[src/rtl/olad_pkg.sv]
// shared types and constants for the ordered list append/delete unit
package olad_pkg;

   // fixed field widths of the request and response beats
   localparam int CMD_WIDTH   = 2;
   localparam int VALUE_WIDTH = 32;
   localparam int POS_WIDTH   = 5;
   localparam int COUNT_WIDTH = 5;

   // command codes
   typedef enum logic [CMD_WIDTH-1:0] {
      CMD_APPEND     = 2'd0,
      CMD_DEL_FIRST  = 2'd1,
      CMD_DEL_LAST   = 2'd2,
      CMD_DEL_AT_POS = 2'd3
   } cmd_type;

   // response status codes
   typedef enum logic [1:0] {
      ST_OK     = 2'd0,
      ST_EMPTY  = 2'd1,
      ST_BADPOS = 2'd2,
      ST_FULL   = 2'd3
   } status_type;

   // per-cycle operation broadcast to every cell
   typedef struct packed {
      logic append;
      logic shift;
   } cell_op_type;

endpackage

[src/rtl/olad_ifs.sv]
// request and response channel interfaces of the ordered list unit

// request channel: command, value and position
interface olad_req_if;
   logic                                       valid;
   logic                                       ready;
   olad_pkg::cmd_type                          cmd;
   logic signed [olad_pkg::VALUE_WIDTH-1:0]    value;
   logic [olad_pkg::POS_WIDTH-1:0]             position;

   modport source (output valid, cmd, value, position, input ready);
   modport sink   (input valid, cmd, value, position, output ready);
endinterface

// response channel: status, entry count and removed value
interface olad_rsp_if;
   logic                                       valid;
   logic                                       ready;
   olad_pkg::status_type                       status;
   logic [olad_pkg::COUNT_WIDTH-1:0]           entry_count;
   logic signed [olad_pkg::VALUE_WIDTH-1:0]    removed_value;

   modport source (output valid, status, entry_count, removed_value, input ready);
   modport sink   (input valid, status, entry_count, removed_value, output ready);
endinterface

[src/rtl/olad_cell.sv]
// one list cell: holds one entry, loads a new value or its right neighbor
module olad_cell #(
   parameter int DATA_WIDTH = 32,
   parameter int CNT_WIDTH  = 5,
   parameter int POS        = 0
) (
   input  logic                         clock,
   input  olad_pkg::cell_op_type        op,
   input  logic [CNT_WIDTH-1:0]         count,
   input  logic [CNT_WIDTH-1:0]         del_idx,
   input  logic signed [DATA_WIDTH-1:0] new_data,
   input  logic signed [DATA_WIDTH-1:0] next_data,
   output logic signed [DATA_WIDTH-1:0] data
);

   localparam logic [CNT_WIDTH-1:0] MY_POS  = CNT_WIDTH'(POS);
   localparam logic [CNT_WIDTH-1:0] NXT_POS = CNT_WIDTH'(POS + 1);

   logic signed [DATA_WIDTH-1:0] data_ff;
   logic signed [DATA_WIDTH-1:0] data_in;
   logic                         load_new;
   logic                         load_next;

   // this cell is the tail slot on append, or sits in the gap on delete
   assign load_new  = op.append && (count == MY_POS);
   assign load_next = op.shift && (MY_POS >= del_idx) && (NXT_POS < count);

   always_comb begin
      data_in = data_ff;
      if (load_new) begin
         data_in = new_data;
      end else if (load_next) begin
         data_in = next_data;
      end
   end

   always_ff @(posedge clock) begin
      data_ff <= data_in;
   end

   assign data = data_ff;

endmodule

[src/rtl/ordered_list_append_delete_unit.sv]
// top level of the ordered list unit: command decode, cell chain, response register
//
// Keeps an ordered list of up to DEPTH signed words in a chain of cells.
// Request beats on req carry cmd, value and position: append at tail,
// delete first, delete last or delete at a 1-based position. Every request
// beat yields exactly one response beat on rsp with status, the entry count
// after the command and the removed value (zero when nothing was removed).
// Latency: the response is valid the cycle after the request is accepted.
// Throughput: one command per cycle while the receiver keeps up; every
// cell updates in parallel from its right neighbor, so a delete closes the gap in the same update as the count.
// The response register parts the two sides: req.ready is high while the
// response register is empty or being taken this cycle. When the receiver
// stalls, the pending response holds and no further request is accepted.
// Reset (synchronous, active high) empties the list and drops any pending
// response; entry storage is not cleared, only entries below the count
// are ever read.
module ordered_list_append_delete_unit #(
   parameter int DEPTH      = 16,
   parameter int DATA_WIDTH = 32
) (
   input logic       clock,
   input logic       reset,
   olad_req_if.sink  req,
   olad_rsp_if.source rsp
);

   import olad_pkg::*;

   localparam int CW        = $clog2(DEPTH + 1);
   localparam int IW        = $clog2(DEPTH);
   localparam int CMP_WIDTH = (CW > POS_WIDTH) ? CW : POS_WIDTH;

   logic                          fire;
   logic [CW-1:0]                 count_ff;
   logic [CW-1:0]                 count_in;
   logic [CW-1:0]                 del_idx;
   logic [CMP_WIDTH-1:0]          pos_ext;
   logic [CMP_WIDTH-1:0]          count_ext;
   cell_op_type                   op;
   status_type                    status_in;
   logic                          removing;
   logic signed [DATA_WIDTH-1:0]  new_data;
   logic signed [DATA_WIDTH-1:0]  entry_q [DEPTH];
   logic signed [VALUE_WIDTH-1:0] removed_in;

   logic                          rsp_valid_ff;
   status_type                    status_ff;
   logic [COUNT_WIDTH-1:0]        entry_count_ff;
   logic signed [VALUE_WIDTH-1:0] removed_ff;

   // handshake
   assign req.ready = !rsp_valid_ff || rsp.ready;
   assign fire      = req.valid && req.ready;

   assign pos_ext   = CMP_WIDTH'(req.position);
   assign count_ext = CMP_WIDTH'(count_ff);
   assign new_data  = DATA_WIDTH'(req.value);

   // command decode
   always_comb begin
      status_in = ST_OK;
      removing  = 1'b0;
      op        = '0;
      del_idx   = '0;
      count_in  = count_ff;
      case (req.cmd)
         CMD_APPEND: begin
            if (count_ff == CW'(DEPTH)) begin
               status_in = ST_FULL;
            end else begin
               op.append = fire;
               count_in  = count_ff + 1'b1;
            end
         end
         CMD_DEL_FIRST: begin
            if (count_ff == '0) begin
               status_in = ST_EMPTY;
            end else begin
               removing = 1'b1;
               del_idx  = '0;
            end
         end
         CMD_DEL_LAST: begin
            if (count_ff == '0) begin
               status_in = ST_EMPTY;
            end else begin
               removing = 1'b1;
               del_idx  = count_ff - 1'b1;
            end
         end
         CMD_DEL_AT_POS: begin
            if (count_ff == '0) begin
               status_in = ST_EMPTY;
            end else if (pos_ext == '0 || pos_ext > count_ext) begin
               status_in = ST_BADPOS;
            end else begin
               removing = 1'b1;
               del_idx  = CW'(pos_ext - 1'b1);
            end
         end
         default: begin
            status_in = ST_OK;
         end
      endcase
      if (removing) begin
         op.shift = fire;
         count_in = count_ff - 1'b1;
      end
   end

   // removed entry, reported in the 32-bit field
   assign removed_in = removing ? VALUE_WIDTH'(entry_q[del_idx[IW-1:0]]) : '0;

   // chain of cells, each fed by its right neighbor
   for (genvar i = 0; i < DEPTH; i++) begin : g_cell
      logic signed [DATA_WIDTH-1:0] next_data;
      if (i < DEPTH - 1) begin : g_mid
         assign next_data = entry_q[i+1];
      end else begin : g_last
         assign next_data = '0;
      end
      olad_cell #(
         .DATA_WIDTH (DATA_WIDTH),
         .CNT_WIDTH  (CW),
         .POS        (i)
      ) u_cell (
         .clock     (clock),
         .op        (op),
         .count     (count_ff),
         .del_idx   (del_idx),
         .new_data  (new_data),
         .next_data (next_data),
         .data      (entry_q[i])
      );
   end

   // entry count
   always_ff @(posedge clock) begin
      if (reset) begin
         count_ff <= '0;
      end else if (fire) begin
         count_ff <= count_in;
      end
   end

   // response register
   always_ff @(posedge clock) begin
      if (reset) begin
         rsp_valid_ff <= 1'b0;
      end else if (fire) begin
         rsp_valid_ff <= 1'b1;
      end else if (rsp.ready) begin
         rsp_valid_ff <= 1'b0;
      end
   end

   always_ff @(posedge clock) begin
      if (fire) begin
         status_ff      <= status_in;
         entry_count_ff <= COUNT_WIDTH'(count_in);
         removed_ff     <= removed_in;
      end
   end

   assign rsp.valid         = rsp_valid_ff;
   assign rsp.status        = status_ff;
   assign rsp.entry_count   = entry_count_ff;
   assign rsp.removed_value = removed_ff;

   // checks
   a_count_bound: assert property (@(posedge clock) disable iff (reset)
      count_ff <= CW'(DEPTH))
      else $error("entry count above depth");

   a_rsp_follows: assert property (@(posedge clock) disable iff (reset)
      fire |=> rsp_valid_ff)
      else $error("accepted beat without response");

   a_removed_zero: assert property (@(posedge clock) disable iff (reset)
      (rsp_valid_ff && status_ff != ST_OK) |-> (removed_ff == '0))
      else $error("removed value on error status");

   a_delete_count: assert property (@(posedge clock) disable iff (reset)
      (fire && removing) |=> (count_ff == $past(count_ff) - 1'b1))
      else $error("delete did not lower count");

endmodule

[src/flat_wrapper.sv]
// flat-port wrapper written by rule: the top's interface ports become plain ports
module ordered_list_append_delete_unit_flat import olad_pkg::*;
#(
   parameter int DEPTH      = 16,
   parameter int DATA_WIDTH = 32
)
  (clock, reset, req_valid, req_cmd, req_value, req_position, req_ready, rsp_valid, rsp_status, rsp_entry_count, rsp_removed_value, rsp_ready);
  olad_req_if req_i ();
  olad_rsp_if rsp_i ();
  input logic clock;
  input logic reset;
  input wire logic [$bits(req_i.valid)-1:0] req_valid;
  input wire logic [$bits(req_i.cmd)-1:0] req_cmd;
  input wire logic [$bits(req_i.value)-1:0] req_value;
  input wire logic [$bits(req_i.position)-1:0] req_position;
  output wire logic [$bits(req_i.ready)-1:0] req_ready;
  output wire logic [$bits(rsp_i.valid)-1:0] rsp_valid;
  output wire logic [$bits(rsp_i.status)-1:0] rsp_status;
  output wire logic [$bits(rsp_i.entry_count)-1:0] rsp_entry_count;
  output wire logic [$bits(rsp_i.removed_value)-1:0] rsp_removed_value;
  input wire logic [$bits(rsp_i.ready)-1:0] rsp_ready;
  assign req_i.valid = req_valid;
  assign req_i.cmd = req_cmd;
  assign req_i.value = req_value;
  assign req_i.position = req_position;
  assign req_ready = req_i.ready;
  assign rsp_valid = rsp_i.valid;
  assign rsp_status = rsp_i.status;
  assign rsp_entry_count = rsp_i.entry_count;
  assign rsp_removed_value = rsp_i.removed_value;
  assign rsp_i.ready = rsp_ready;
  ordered_list_append_delete_unit #(.DEPTH(DEPTH), .DATA_WIDTH(DATA_WIDTH)) u_core (.clock(clock), .reset(reset), .req(req_i), .rsp(rsp_i));
endmodule
[config.mk]
export PLATFORM = sky130hd
export DESIGN_NAME = ordered_list_append_delete_unit_flat
export DESIGN_NICKNAME = d
export VERILOG_FILES = /design/src/rtl/olad_pkg.sv /design/src/rtl/olad_ifs.sv /design/src/rtl/olad_cell.sv /design/src/rtl/ordered_list_append_delete_unit.sv /design/src/flat_wrapper.sv
export SDC_FILE = /design/constraint.sdc
export NUM_CORES = 1
export LEC_CHECK = 0
export BUFFER_PORTS_ARGS = -buffer_cell sky130_fd_sc_hd__buf_2
export CAP_MARGIN = 20
export CORE_MARGIN = 3
export CORE_UTILIZATION = 55
export DETAILED_ROUTE_END_ITERATION = 12
export GPL_ROUTABILITY_DRIVEN = 0
export HOLD_SLACK_MARGIN = 0.08
export PLACE_DENSITY_LB_ADDON = 0.15
export SYNTH_ARGS = -nofsm -noshare
export SYNTH_HDL_FRONTEND = slang
export SYNTH_SLANG_ARGS = --single-unit
[constraint.sdc]
create_clock -name clock -period 13.5 [get_ports clock]
set_clock_uncertainty 0.2 [all_clocks]
set_input_delay 0.675 -clock clock [delete_from_list [all_inputs] [get_ports clock]]
set_output_delay 0.675 -clock clock [all_outputs]
set_load 0.03 [all_outputs]
---- Word-level counts from Yosys, hierarchy flattened ----
Index checks and enable logic that the tools add are counted.
word-level totals
  flip-flop bits (word level) ............. 557
  output and inout port bits .............. 41
cells by class
  $lt $le $gt $ge ......................... 34
  muxes and demuxes ....................... 56
  $add $sub $neg .......................... 3
  reductions and logical operators ........ 73
  equal/unequal tests ..................... 19
  bitwise logic cells ..................... 1
operator list
  kind                                                                   count
  32-bit 2-to-1 mux                                                      34
  32-bit binary-select mux with 4-bit select                             1
  1-bit logical AND                                                      49
  5-bit by 4-bit == test with 1-bit output (second input constant)       8
  4-bit by 5-bit >= comparator with 1-bit output (first input constant)  8
  4-bit by 5-bit < comparator with 1-bit output (first input constant)   8
  2-bit nonzero test                                                     17
  5-bit 2-to-1 mux                                                       6
  5-bit by 3-bit == test with 1-bit output (second input constant)       4
  3-bit by 5-bit >= comparator with 1-bit output (first input constant)  4
  3-bit by 5-bit < comparator with 1-bit output (first input constant)   4
  5-bit by 2-bit == test with 1-bit output (second input constant)       2
  1-bit by 5-bit >= comparator with 1-bit output (first input constant)  2
  2-bit by 5-bit >= comparator with 1-bit output (first input constant)  2
  5-bit logical NOT                                                      2
  2-bit by 5-bit < comparator with 1-bit output (first input constant)   2
  5-bit one-hot mux with 2 select lines                                  1
  5-bit by 1-bit subtractor with 5-bit output (second input constant)    2
  1-bit 2-to-1 mux                                                       9
  2-bit 2-to-1 mux                                                       3
  2-bit one-hot mux with 3 select lines                                  1
  5-bit by 1-bit adder with 5-bit output (second input constant)         1
  5-bit by 1-bit == test with 1-bit output (second input constant)       1
  5-bit == test (second input constant)                                  1
  other kinds (12)                                                       14

---- Depth between registers and ports, before layout ----
  depth after elaboration ................. 10
  depth in mapped cells ................... 14
  gate-level depth less buffers ........... 10

---- By module ----
A second synthesis with hierarchy kept.
second synthesis, totals
  cell total of the unflattened synthesis .. 2308
  area total of the unflattened synthesis .. 30774.5 um^2
modules (own cells, without submodules)
  module                                 cells each  times used  area each (um^2)
  ordered_list_append_delete_unit        1132        1           7006.7
  olad_cell at u_core.g_cell[15].u_cell  74          1           1559.0
  olad_cell at u_core.g_cell[2].u_cell   74          1           1545.2
  olad_cell at u_core.g_cell[9].u_cell   74          1           1526.5
  olad_cell at u_core.g_cell[10].u_cell  74          1           1525.2
  olad_cell at u_core.g_cell[0].u_cell   72          1           1524.0
  olad_cell at u_core.g_cell[13].u_cell  73          1           1524.0
  olad_cell at u_core.g_cell[8].u_cell   75          1           1524.0
  olad_cell at u_core.g_cell[12].u_cell  73          1           1515.2
  olad_cell at u_core.g_cell[5].u_cell   73          1           1514.0
  olad_cell at u_core.g_cell[4].u_cell   74          1           1512.7
  olad_cell at u_core.g_cell[11].u_cell  74          1           1428.9
  olad_cell at u_core.g_cell[3].u_cell   74          1           1423.9
  olad_cell at u_core.g_cell[14].u_cell  72          1           1417.6
  3 more rows                            n/a         n/a         n/a

---- Worst setup path after synthesis ----
No wires, ideal clock.
  path type ............................... reg-to-reg
  start ................................... register u_core.count_ff[1] (netlist: u_core.count_ext[1])
  end ..................................... register u_core.g_cell[4].u_cell.data_ff[0], enable pin
  path slack .............................. 7912 ps
  setup time .............................. 470 ps
  buffers on the path ..................... 4
  cell stages (with the launch flop) ...... 14
  data arrival time ....................... 4918 ps
  cells stage by stage .................... dfxtp_1 -> clkbuf_1 -> inv_1 -> ha_1 -> nand2b_1 -> a211o_1 -> a21o_1 -> a31o_1 -> buf_6 -> buf_6 -> buf_2 -> nor2_1 -> nor2_1 -> o31ai_1
between the ends
  word-level cells in the longest chain between the ends .. 9
RTL lines
  item                                                                                                   line                                                     source
  from (decl)                                                                                            ordered_list_append_delete_unit.sv:34                    logic [CW-1:0] count_ff;
  from (signal assigned)                                                                                 ordered_list_append_delete_unit.sv:142                   count_ff <= count_in;
  5-bit > comparator                                                                                     ordered_list_append_delete_unit.sv:94                    end else if (pos_ext == '0 || pos_ext > count_ext) begin
  1-bit logical OR                                                                                       ordered_list_append_delete_unit.sv:94
  5-bit 2-to-1 mux / 1-bit 2-to-1 mux (equally long branches)                                            ordered_list_append_delete_unit.sv:94
  5-bit 2-to-1 mux / 1-bit 2-to-1 mux (equally long branches)                                            ordered_list_append_delete_unit.sv:92                    if (count_ff == '0) begin
  5-bit one-hot mux with 2 select lines / 1-bit one-hot mux with 2 select lines (equally long branches)  ordered_list_append_delete_unit.sv:66                    case (req.cmd)
  3-bit by 5-bit >= comparator with 1-bit output / 1-bit 2-to-1 mux (equally long branches)              olad_cell.sv:26, ordered_list_append_delete_unit.sv:105
  1-bit logical AND (2 in a row)                                                                         olad_cell.sv:26                                          assign load_next = op.shift && (MY_POS >= del_idx) && (NXT_POS < count);
  2-bit nonzero test (no source line) *                                                                  n/a
  to (signal assigned)                                                                                   olad_cell.sv:38                                          data_ff <= data_in;
  to (decl)                                                                                              olad_cell.sv:19                                          logic signed [DATA_WIDTH-1:0] data_ff;
Mark *: on every way between the ends. The rest lies on a longest branch, timed or not.
A chain may end at the register's enable or synchronous reset.

---- Worst setup path in the final report ----
  start ................................... register u_core.count_ff[4] (netlist: u_core.count_ext[4])
  end ..................................... register u_core.g_cell[4].u_cell.data_ff[15], enable pin
Same word-level chain as after synthesis.

==> out/qor.yml <==
grt:
  grt_pass1_wl_um: 117300
  grt_pass1_vias: 18840
  grt_usage_pct: 28.65
  grt_max_degree: 136
  grt_antenna_before_repair: 0
  grt_overflow: 0
clock_tree:
  clock_path_buffers: 3
  clock-root-buffer: "clkbuf_16"
  cts_tree: "built"
  htreeDepth: 2
  clock-sinks: 557
  cts_resized: 0
  clk_pin_slew_worst_paths_ps: 60
  numCtsBuffers: 58
  insertion_delay_ps: 630
floorplan:
  row_count: 82
  die-width_um: 233.0
  ioPinCount: 84
  die_y_um: 233.0
  core_sq_mm: 0.05058
  initial_core_util_pct: 56.04
  die_area_sq_mm: 0.05430
synth:
  synth_top_area_share_pct: 58.37
  synth.distinct_cells: 55
  ys.flop_type: "edfxtp_1"
  syn_area_per_cell_sq_um: 12.93
  synth_edf_count: 551
  ys_seq_elements: 557
  syn_inst: 2193
  yosysWarnings: 0
  synth_async_sr_flop_share_pct: 0
  ys_seq_area_share_pct: 58.79
  synth_area_sq_mm: 0.02835
  ys_top_cells_by_area: "edfxtp_1 58%, mux2_2 19%, nand2_1 4.3%"
  yosysTopAreaCell: "edfxtp_1"
  synth_nets: 2251
layout:
  layout-drive-gt1-share_pct: 33.08
  area_growth_pct: 10.33
  final-seq-area_sq_mm: 0.01667
  antenna_cells: 0
  fin_nets: 2256
  multi_input_area_sq_mm: 0.01108
  fillCellCount: 3916
worst_setup_path:
  worstPathMaxFanout: 72
  worst_ep_arrival_time_ps: 5880
  cp-end-kind: "flop"
  rr_worst_depth: 10
  crit_path_start_kind: "flop"
  required_ps: 13580
  critPathKind: "reg2reg"
drt:
  drt-pass1-iter-count: 6
  final_antenna_net_count: 0
  routed_via_density: 6.453
  via_count: 18830
  drc: 0
  post_drt_wl_per_cell_um: 26.79
  drt_wl_total_um: 78180
  initialDrtViolationCount: 2076
timing:
  finalMaxSlewViolations: 0
  finalHoldViolCount: 0
  setup_tns_ps: 0
  worstMarginPinSlew_ps: 1139
  setup_viol: 0
  max_slew_margin_pct: 23.90
  timing.fmax_mhz: 172.4
  fin_ws_ps: 7700
  min_period_over_period_pct: 42.97
  timing.final.crit_period_ps: 5800
  grt_setup_unrepaired: "no"
power:
  leakagePower_uw: 0.01047
  worst_ir_drop_vdd_v: 0.00009495
  seq_power_share_pct: 48.4
  p_sw_share_pct: 26.90
  power.share.clock_pct: 38.0
  p_sw_uw: 1085
  pwr-share-comb_pct: 13.6
  p_int_uw: 2947
  powerDensity_mw_per_mm2: 128.9
placement:
  hpwl_um: 43630
  port_buffers: 83
  post-place-ws_ps: 7807
run:
  maxCapViolations: 0
min_path:
  min_path_cells: 2
  holdCritPathClass: "in2reg"
run_status:
  status: "completed"
## cells by family after synthesis
group	synth area share, %
muxes	22.53
adders and majority gates	0.6621
and+or+nand+nor	8.483
xor gates and xnor gates	0.3090
DFF	58.79
buffers and inverters	3.063
AOI/OAI and AO/OA	6.162
## synthesized netlist by cell type, types with 11 or more instances
cell        n
and3_1     35
mux2i_1    98
nand3_1    11
nand2_1   328
nor3_1     36
edfxtp_1  551
o22ai_1    32
buf_2      55
buf_1      18
nor4_1     62
clkbuf_1   97
nor2_1     26
a21oi_1   173
mux2_2    480
o21ai_0    76
ha_1       15
## registers in the layout (all words and copies together) (netlist names)
name / flops
u_core.g_cell.u_cell.data: 512
u_core.rsp.removed_value: 32
u_core.count_ext: 5
u_core.rsp.entry_count: 5
u_core.rsp.status: 2
u_core.rsp.valid: 1
## critical path, stage by stage, from the launching register on
cell and delay [ps]:
dfxtp_1 630, inv_1 310, ha_1 380, nand2_1 100
a211o_1 270, a21oi_1 510, o32a_2 260, buf_4 800
nand2_1 480, o31ai_4 980, buf_4 480
## power by group through the flow
stage                     logic, uW  registers [uW]  clock network, uW
after floorplan                 333            2010                  0
final                           550            1950               1530
after global routing            586            1950               1610
after global placement          535            1990                  0
after detailed placement        540            1990                  0
after CTS                       543            1950               1550
## layout make-up
cell class | count | area share (%)
sequential | 557 | 53.29
multi-input combinational | 1442 | 35.42
clock buffer | 71 | 4.865
timing repair buffer | 126 | 2.736
tap | 672 | 2.688
clock inverter | 37 | 0.8481
inverter | 13 | 0.1560
## through the flow
step	hold WS, ps	total power [uW]	cells	utilization (%)	cell area, sq um
after floorplan	343.2	2343	2193	-	28350
final	125.1	4031	2918	61.83	31280
after global placement	301.7	2520	2802	57.97	29320
after CTS	92.98	4047	2914	61.64	31180
after detailed placement	335.3	2527	2805	58.09	29380
after global routing	121.3	4153	2918	61.83	31280
## cell usage in the layout, fill, tap and decap left out, types with 32 or more instances in the layout
| master | instances |
|---|---|
| a21oi_1 | 173 |
| and3_1 | 34 |
| buf_2 | 83 |
| buf_4 | 34 |
| clkbuf_16 | 59 |
| edfxtp_1 | 551 |
| mux2_2 | 480 |
| mux2i_1 | 98 |
| nand2_1 | 315 |
| nor3_1 | 35 |
| nor4_1 | 62 |
| o21ai_0 | 71 |
| o22ai_1 | 32 |
## worst paths after layout
check,startpoint,endpoint,slack [ps]
worst min register to register,u_core.rsp.valid,u_core.rsp.valid,340
worst max register to register,u_core.count_ext[4],u_core.g_cell[4].u_cell.data[15],7700
worst min-delay path,reset,u_core.rsp.valid,130
worst max-delay path,u_core.count_ext[4],u_core.g_cell[4].u_cell.data[15],7700
## what timing repair did
item                      CTS  global route
hold buffers                1             0
buffers inserted            0             0
hold endpoints to repair    1             0
## routing by layer
layer / routed length, um / part of all wire, % / GRT usage, % / up-vias
met3: 6196 / 7.9 / 4.628 / 115
li1: - / - / - / 8287
met1: 33080 / 42 / 39.75 / 9543
met4: 1700 / 2.2 / 7.871 / 0
met2: 37210 / 48 / 47.06 / 886
met5: 0 / 0 / 0 / -
Power figures use the tool's default switching activity.
